<file path="src/design/tgf_pkg.sv">
// Shared types, constants and font functions for the text glyph frame buffer.
// Used by the controller, the datapath and the top level; depends on nothing.
package tgf_pkg;

  localparam int unsigned ColumnsDefault = 128;
  localparam int unsigned PagesDefault   = 8;
  localparam int unsigned GlyphW         = 5;
  localparam int unsigned CellW          = 6;
  localparam int unsigned MaxDigits      = 10;
  localparam int unsigned NumBits        = 32;

  localparam logic [7:0] RowTop    = 8'h01;
  localparam logic [7:0] RowBottom = 8'h80;
  localparam logic [7:0] SideCol   = 8'hFF;

  localparam logic [5:0] GlyphColon = 6'd36;
  localparam logic [5:0] GlyphDash  = 6'd37;
  localparam logic [5:0] GlyphBlank = 6'd38;

  typedef enum logic [2:0] {
    CMD_CLEAR  = 3'd0,
    CMD_CHAR   = 3'd1,
    CMD_NUMBER = 3'd2,
    CMD_BORDER = 3'd3,
    CMD_READ   = 3'd4
  } cmd_e;

  typedef enum logic [3:0] {
    ST_INIT,
    ST_IDLE,
    ST_DECODE,
    ST_CLEAR,
    ST_BORDER,
    ST_CONV,
    ST_DIGIT,
    ST_GLYPH,
    ST_READ,
    ST_RDATA,
    ST_FINISH
  } state_e;

  typedef struct packed {
    logic load;
    logic sweep_step;
    logic sweep_border;
    logic conv_step;
    logic digit_sel;
    logic digit_next;
    logic glyph_step;
    logic rej_set;
    logic rej_clr;
    logic rd_capture;
    logic out_load;
  } ctl_t;

  typedef struct packed {
    logic [2:0] cmd;
    logic       sweep_last;
    logic       conv_last;
    logic       glyph_ok;
    logic       glyph_last;
    logic       digit_last;
    logic       width_ok;
    logic       read_ok;
  } sts_t;

  function automatic logic [5:0] glyph_index(input logic [7:0] code);
    logic [7:0] c;
    c = code;
    if (c inside {[8'h61:8'h7A]}) c = c - 8'h20;
    if (c inside {[8'h30:8'h39]}) return 6'(c - 8'h30);
    if (c inside {[8'h41:8'h5A]}) return 6'(c - 8'h37);
    if (c == 8'h3A) return GlyphColon;
    if (c == 8'h2D) return GlyphDash;
    return GlyphBlank;
  endfunction

  // Columns of a glyph, leftmost column in the top byte.
  function automatic logic [39:0] glyph_row(input logic [5:0] idx);
    case (idx)
      6'd0:  return {8'h3E, 8'h51, 8'h49, 8'h45, 8'h3E};
      6'd1:  return {8'h00, 8'h42, 8'h7F, 8'h40, 8'h00};
      6'd2:  return {8'h42, 8'h61, 8'h51, 8'h49, 8'h46};
      6'd3:  return {8'h21, 8'h41, 8'h45, 8'h4B, 8'h31};
      6'd4:  return {8'h18, 8'h14, 8'h12, 8'h7F, 8'h10};
      6'd5:  return {8'h27, 8'h45, 8'h45, 8'h45, 8'h39};
      6'd6:  return {8'h3C, 8'h4A, 8'h49, 8'h49, 8'h30};
      6'd7:  return {8'h01, 8'h71, 8'h09, 8'h05, 8'h03};
      6'd8:  return {8'h36, 8'h49, 8'h49, 8'h49, 8'h36};
      6'd9:  return {8'h06, 8'h49, 8'h49, 8'h29, 8'h1E};
      6'd10: return {8'h7E, 8'h11, 8'h11, 8'h11, 8'h7E};
      6'd11: return {8'h7F, 8'h49, 8'h49, 8'h49, 8'h36};
      6'd12: return {8'h3E, 8'h41, 8'h41, 8'h41, 8'h22};
      6'd13: return {8'h7F, 8'h41, 8'h41, 8'h22, 8'h1C};
      6'd14: return {8'h7F, 8'h49, 8'h49, 8'h49, 8'h41};
      6'd15: return {8'h7F, 8'h09, 8'h09, 8'h09, 8'h01};
      6'd16: return {8'h3E, 8'h41, 8'h49, 8'h49, 8'h7A};
      6'd17: return {8'h7F, 8'h08, 8'h08, 8'h08, 8'h7F};
      6'd18: return {8'h00, 8'h41, 8'h7F, 8'h41, 8'h00};
      6'd19: return {8'h20, 8'h40, 8'h41, 8'h3F, 8'h01};
      6'd20: return {8'h7F, 8'h08, 8'h14, 8'h22, 8'h41};
      6'd21: return {8'h7F, 8'h40, 8'h40, 8'h40, 8'h40};
      6'd22: return {8'h7F, 8'h02, 8'h0C, 8'h02, 8'h7F};
      6'd23: return {8'h7F, 8'h04, 8'h08, 8'h10, 8'h7F};
      6'd24: return {8'h3E, 8'h41, 8'h41, 8'h41, 8'h3E};
      6'd25: return {8'h7F, 8'h09, 8'h09, 8'h09, 8'h06};
      6'd26: return {8'h3E, 8'h41, 8'h51, 8'h21, 8'h5E};
      6'd27: return {8'h7F, 8'h09, 8'h19, 8'h29, 8'h46};
      6'd28: return {8'h46, 8'h49, 8'h49, 8'h49, 8'h31};
      6'd29: return {8'h01, 8'h01, 8'h7F, 8'h01, 8'h01};
      6'd30: return {8'h3F, 8'h40, 8'h40, 8'h40, 8'h3F};
      6'd31: return {8'h1F, 8'h20, 8'h40, 8'h20, 8'h1F};
      6'd32: return {8'h7F, 8'h20, 8'h18, 8'h20, 8'h7F};
      6'd33: return {8'h63, 8'h14, 8'h08, 8'h14, 8'h63};
      6'd34: return {8'h03, 8'h04, 8'h78, 8'h04, 8'h03};
      6'd35: return {8'h61, 8'h51, 8'h49, 8'h45, 8'h43};
      6'd36: return {8'h00, 8'h36, 8'h36, 8'h00, 8'h00};
      6'd37: return {8'h08, 8'h08, 8'h08, 8'h08, 8'h08};
      default: return 40'h0;
    endcase
  endfunction

  // Byte k of a character cell; the sixth column is always blank.
  function automatic logic [7:0] glyph_byte(input logic [5:0] idx, input logic [2:0] k);
    logic [39:0] row;
    row = glyph_row(idx);
    case (k)
      3'd0: return row[39:32];
      3'd1: return row[31:24];
      3'd2: return row[23:16];
      3'd3: return row[15:8];
      3'd4: return row[7:0];
      default: return 8'h00;
    endcase
  endfunction

endpackage

</file>
<file path="src/design/tgf_ctrl.sv">
// Command sequencer of the frame buffer: state machine and output valid flag.
// Depends on tgf_pkg for the state, command and control/status types.
module tgf_ctrl import tgf_pkg::*; (
  input  logic clk_i,
  input  logic rst_ni,
  input  logic in_valid_i,
  output logic in_ready_o,
  output logic out_valid_o,
  input  logic out_ready_i,
  input  sts_t sts_i,
  output ctl_t ctl_o
);

  state_e state_q, state_d;
  logic   out_valid_q, out_valid_d;

  always_ff @(posedge clk_i or negedge rst_ni) begin
    if (!rst_ni) begin
      state_q     <= ST_INIT;
      out_valid_q <= 1'b0;
    end else begin
      state_q     <= state_d;
      out_valid_q <= out_valid_d;
    end
  end

  always_comb begin
    state_d    = state_q;
    ctl_o      = '0;
    in_ready_o = 1'b0;
    case (state_q)
      ST_INIT: begin
        ctl_o.sweep_step = 1'b1;
        if (sts_i.sweep_last) state_d = ST_IDLE;
      end
      ST_IDLE: begin
        in_ready_o = 1'b1;
        if (in_valid_i) begin
          ctl_o.load = 1'b1;
          state_d    = ST_DECODE;
        end
      end
      ST_DECODE: begin
        case (sts_i.cmd)
          CMD_CLEAR:  state_d = ST_CLEAR;
          CMD_BORDER: state_d = ST_BORDER;
          CMD_CHAR: begin
            if (sts_i.glyph_ok) begin
              state_d = ST_GLYPH;
            end else begin
              ctl_o.rej_set = 1'b1;
              state_d       = ST_FINISH;
            end
          end
          CMD_NUMBER: begin
            ctl_o.rej_set = 1'b1;
            state_d       = sts_i.width_ok ? ST_CONV : ST_FINISH;
          end
          CMD_READ: begin
            if (sts_i.read_ok) begin
              state_d = ST_READ;
            end else begin
              ctl_o.rej_set = 1'b1;
              state_d       = ST_FINISH;
            end
          end
          default: begin
            ctl_o.rej_set = 1'b1;
            state_d       = ST_FINISH;
          end
        endcase
      end
      ST_CLEAR: begin
        ctl_o.sweep_step = 1'b1;
        if (sts_i.sweep_last) state_d = ST_FINISH;
      end
      ST_BORDER: begin
        ctl_o.sweep_step   = 1'b1;
        ctl_o.sweep_border = 1'b1;
        if (sts_i.sweep_last) state_d = ST_FINISH;
      end
      ST_CONV: begin
        ctl_o.conv_step = 1'b1;
        if (sts_i.conv_last) state_d = ST_DIGIT;
      end
      ST_DIGIT: begin
        if (sts_i.glyph_ok) begin
          ctl_o.digit_sel = 1'b1;
          ctl_o.rej_clr   = 1'b1;
          state_d         = ST_GLYPH;
        end else if (sts_i.digit_last) begin
          state_d = ST_FINISH;
        end else begin
          ctl_o.digit_next = 1'b1;
        end
      end
      ST_GLYPH: begin
        ctl_o.glyph_step = 1'b1;
        if (sts_i.glyph_last) begin
          if (sts_i.cmd == CMD_NUMBER && !sts_i.digit_last) begin
            ctl_o.digit_next = 1'b1;
            state_d          = ST_DIGIT;
          end else begin
            state_d = ST_FINISH;
          end
        end
      end
      ST_READ:  state_d = ST_RDATA;
      ST_RDATA: begin
        ctl_o.rd_capture = 1'b1;
        state_d          = ST_FINISH;
      end
      ST_FINISH: begin
        if (!out_valid_q || out_ready_i) begin
          ctl_o.out_load = 1'b1;
          state_d        = ST_IDLE;
        end
      end
      default: state_d = ST_IDLE;
    endcase
  end

  assign out_valid_d = ctl_o.out_load | (out_valid_q & ~out_ready_i);
  assign out_valid_o = out_valid_q;

endmodule

</file>
<file path="config.mk">
export PLATFORM = sky130hd
export DESIGN_NAME = tgf_ctrl
export DESIGN_NICKNAME = d
export VERILOG_FILES = /design/src/design/tgf_pkg.sv /design/src/design/tgf_ctrl.sv
export SDC_FILE = /design/constraint.sdc
export NUM_CORES = 1
export LEC_CHECK = 0
export ABC_CLOCK_PERIOD_IN_PS = 3400
export BUFFER_PORTS_ARGS = -buffer_cell sky130_fd_sc_hd__buf_4
export CAP_MARGIN = 30
export CORE_MARGIN = 5
export CORE_UTILIZATION = 35
export DETAILED_ROUTE_END_ITERATION = 12
export PLACE_DENSITY = 0.67
export SLEW_MARGIN = 20
export SYNTH_ARGS = -nofsm -noshare
export SYNTH_HDL_FRONTEND = slang
export SYNTH_SLANG_ARGS = --single-unit
export TNS_END_PERCENT = 5
</file>
<file path="constraint.sdc">
create_clock -name clk_i -period 3.4 [get_ports clk_i]
set_input_delay 0.85 -clock clk_i [delete_from_list [all_inputs] [get_ports clk_i]]
set_output_delay 0.85 -clock clk_i [all_outputs]
set_load 0.005 [all_outputs]
</file>
# == Word level (Yosys, flattened, before mapping) ==
# Cells that the tools add are included.
# totals
regBits,5
latchBits,0
ram_bits,0
rom_bits,0
in_bits,14
out_inout_bits,13
elab_cells,71
mem_count,0
# classes
add_sub_neg,0
multipliers,0
n_div,0
magnitude_cmp,0
n_eq_ne,21
shifts,0
n_mux,35
bitwise_logic,3
reduce_logical,10
# ops
operator,n
$mux W4,11
$pmux W4 S10,1
$pmux W4 S5,1
$mux W1,19
$eq A4 B3 Y1 const B,4
$eq A4 B4 Y1 const B,3
$ne A2 B2 Y1 const B,5
$eq A4 B2 Y1 const B,2
$reduce_and A7 Y1,1
$eq A3 B2 Y1 const B,2
$eq A4 B1 Y1 const B,1
$logic_not A4 Y1,1
$reduce_or A2 Y1,2
$eq A3 B1 Y1 const B,1
$eq A3 B3 Y1 const B,1
$logic_not A3 Y1,1
$ne A3 B3 Y1 const B,1
$pmux W1 S3,1
$reduce_or A3 Y1,1
$logic_not A1 Y1,2
$mux W2,1
$ne A2 B1 Y1 const B,1
$pmux W1 S2,1
$and A1 B1 Y1,1
other kinds (4),4

# == Depth between registers and ports, before layout ==
# logic_depth
depth_word,5
depth_mapped,6
ltp_nobuf,5

# == Worst setup path before layout ==
# No wires, ideal clock.
# synth_path
kind,in2out
start,input sts_i[4] (netlist name)
end,output ctl_o[5] (netlist name)
arrival_ps,1388
required_ps,2550
slack_ps,1162
path_stages,2
path_buffers,0
path_cell_list,nor4_2 -> a31o_1
# synth_lines
item,line,source
start: declaration,tgf_ctrl.sv:10,"input sts_t sts_i,"
end: declaration,tgf_ctrl.sv:11,output ctl_t ctl_o

==> reports/qor.csv <==
stage,metric,value,unit
routing,remaining antenna violation count,0,
floorplanning,die footprint,2768,µm²
floorplanning,Die Y-Extent,52.62,µm
setup_path,delay of the slowest cell on the worst path,0.59,ns
global_route,met1 routing resource usage after global routing,0.1638,
setup_path,worst reg2reg path endpoint,state_q[2],
floorplanning,width of the die,52.62,µm
setup_path,"Worst Path Class, Setup",flip-flop to output port,
hold_path,class of the most critical hold timing path,input port to async pin,
clocking,post-cts sizing count,0,
sta,Slew Limit Fails,0,
global_route,highest-utilization routing layer at the global route stage,met2,
clocking,Num CTS Buffers,3,
pwr,leakage power of the design,0.3873,nW
global_route,wire length of the first global-routing pass,2.842,mm
global_route,met2 demand-to-capacity share in global routing,0.2335,
global_route,via count of the first global-routing pass,640,
sta,number of endpoints failing setup at the final stage,0,
sta,setup repair after global routing missed its margin,false,
finish,layout-stage area growth over the synthesis result,33.07,%
setup_path,crit path capture type,output port,
pwr,maximum ir drop on the vdd rail,0.3226,mV
floorplanning,starting utilization of the core area,0.3681,
sta,Post-Route Skew,0.006284,ns
clocking,clk sink count,5,
sta,top achievable clock speed,383.8,MHz
routing,DR DRC count,0,
setup_path,critical-path cell with the highest stage delay,dfrtp_1,
setup_path,worst endpoint data arrival time,1.76,ns
logic_synthesis,Avg Synthesized Cell Area,7.945,µm²
finish,count of inserted antenna diode cells,0,
global_route,GRT Total Usage,0.1331,
global_route,initial antenna violation count,0,
floorplanning,floorplan row count,15,
setup_path,startpoint types,flip-flop,
routing,final routed wirelength across all metal layers,1.632,mm
clocking,Post CTS Setup Buffer Count,0,
routing,vias per cell,5.100,
floorplanning,ports placed on the boundary,27,
logic_synthesis,Syn Inst Count,80,
sta,"Min Clock Period, post-route",2.606,ns
sta,actual transition at the worst max-transition pin,0.4512,ns
logic_synthesis,number of synthesis warnings,0,
clocking,number of buffers on the longest clock path,2,
setup_path,logic depth of the worst register-to-register path,4,
logic_synthesis,Post-Synthesis Cell Area,635.6,µm²
logic_synthesis,Yosys reg bits,5,
logic_synthesis,synthesized netlist net count,94,
sta,setup TNS,0,ns
global_route,met3 layer usage reported by global route,0.02279,
routing,Routed WL per cell,12.55,µm
placement,input/output buffers,26,
clocking,clock tree from TritonCTS,yes,
logic_synthesis,number of different library cells in the post-synthesis netlist,35,
finish,FILL cells,182,
setup_path,category of cells accounting for the largest share of critical-path delay,simple AND/OR/NAND/NOR gates,
sta,worst slew margin relative to its limit,0.6992,
status,outcome,completed,
floorplanning,area of the core,1727,µm²
finish,"most common cell after layout, fill and taps aside",buf_4,
routing,Initial DRT Pass Iterations,3,
global_route,remaining global-route overflow,0,
finish,ratio of cells with drive above 1 in the final layout,0.3333,
clocking,clock root buffer master,clkbuf_4,
placement,routability-driven placement congestion ratio,0.7213,
finish,most frequent cells in the layout,"buf_4, nor2_1, nand2b_1",
finish,final net count,120,
placement,Post-Place Worst Slack,0.8857,ns
setup_path,"critical path fanouts, max",15,
run,maxcap violations,0,
pwr,Pwr Density,644.8,nW/µm²
clocking,clock input transition at the sequential cells of the worst setup and hold paths,0.05,ns
routing,number of design-rule violations left by the first detailed-router iteration,13,
sta,post-route fraction of the period consumed by the critical path,0.7664,
global_route,largest net degree at the start of global routing,16,
setup_path,worst reg2reg startpoint,state_q[3],
setup_path,flop2flop setup slack,1.52,ns
routing,Vias,663,
sta,setup ws final,0.7943,ns
sta,final hold vios,0,
setup_path,Buf/Inv on CP,1,
placement,sum of net half-perimeters after detailed placement,1.289,mm
logic_synthesis,sequential-to-total area share from yosys stat,0.1969,
setup_path,Crit path required time,2.55,ns
clocking,number of buffers inserted for hold repair after clock tree synthesis,0,
clocking,clock latency on the worst-skew pair,0.24,ns
setup_path,CP Cell Sequence,"nand2b_1, nor4_2, a31o_1, buf_4",
clocking,maximum level of the CTS H-tree,1,
where the power goes:
part	switching, W	leakage, nW	internal [W]	total, W
combinational	0.000145	0.309	0.000177	0.000322
sequential	0.0000706	0.0628	0.0000852	0.000156
clock	0.0000229	0.0150	0.0000443	0.0000672
per-layer routing:
| metal | part of all wire | vias to the layer above |
|---|---|---|
| li1 | - | 346 |
| met1 | 0.45 | 301 |
| met2 | 0.50 | 16 |
| met3 | 0.052 | 0 |
| met4 | 0 | 0 |
| met5 | 0 | - |
synthesized netlist by cell type:
library cell,count,area share
o22ai_1,1,0.0098
or2b_1,1,0.012
mux2_1,2,0.035
a31o_1,1,0.014
buf_6,2,0.035
buf_2,1,0.0079
nand3_1,2,0.016
nor4b_4,1,0.037
nand2b_1,8,0.079
nor2_1,12,0.071
or4b_4,1,0.022
o21ai_0,2,0.016
buf_4,2,0.024
o21ai_1,3,0.024
o21a_1,2,0.024
nor2b_1,2,0.020
nand4b_1,1,0.014
nor2_4,1,0.018
nand2_1,6,0.035
nor3b_1,1,0.012
a31oi_1,1,0.0098
inv_1,3,0.018
and3b_1,1,0.014
o32ai_2,1,0.026
nand4bb_1,1,0.018
and2_1,2,0.020
o2111ai_1,2,0.028
o221ai_1,2,0.028
o2bb2ai_1,1,0.014
a41o_1,1,0.016
nor4b_2,1,0.024
dfrtp_1,5,0.20
nor4_2,1,0.020
a21oi_1,3,0.024
nor3_1,3,0.024
how the worst max path moves through the flow:
stage,start,slack [ns],endpoint,cells after the start
after floorplan,sts_i[4],1.16,ctl_o[5],2
after global placement,sts_i[4],0.90,ctl_o[5],4
after detailed placement,sts_i[4],0.89,ctl_o[5],4
after CTS,state_q[2],0.81,ctl_o[5],4
after global routing,state_q[2],0.66,ctl_o[5],4
final,state_q[2],0.79,ctl_o[5],4
through the flow:
stage          std cells  total power, W  hold WS [ns]  cell area (µm²)  utilization
2_1_floorplan         80       0.0003921        0.5018            635.6            -
3_3_place_gp         126       0.0004777        0.5050            819.5       0.4746
4_1_cts              130       0.0005502        0.4007            845.8       0.4899
3_5_place_dp         126       0.0004798        0.5151            819.5       0.4746
5_1_grt              130       0.0006055        0.3891            845.8       0.4899
6_report             130       0.0005454        0.4025            845.8       0.4899
flip-flops by register name, indices dropped and copies added, names as in the netlist:
signal and cells:
out_valid_o 1, state_q 4
cell families after synthesis:
kind of cell	after synthesis	share of synthesized area
buffers and inverters	8	0.08463
muxes	2	0.03543
AOI/OAI and AO/OA	20	0.2303
and+or+nand+nor	45	0.4527
DFF	5	0.1969
cell type report:
| type | instances | area (µm²) | share of cell area |
|---|---|---|---|
| well taps | 25 | 31.28 | 0.03698 |
| repair buffers | 26 | 195.2 | 0.2308 |
| inverters | 3 | 11.26 | 0.01331 |
| clock buffers | 4 | 26.28 | 0.03107 |
| multi-input cells | 67 | 456.7 | 0.5399 |
| flip-flops and latches | 5 | 125.1 | 0.1479 |
No activity file was read; power rests on OpenSTA's default activity.
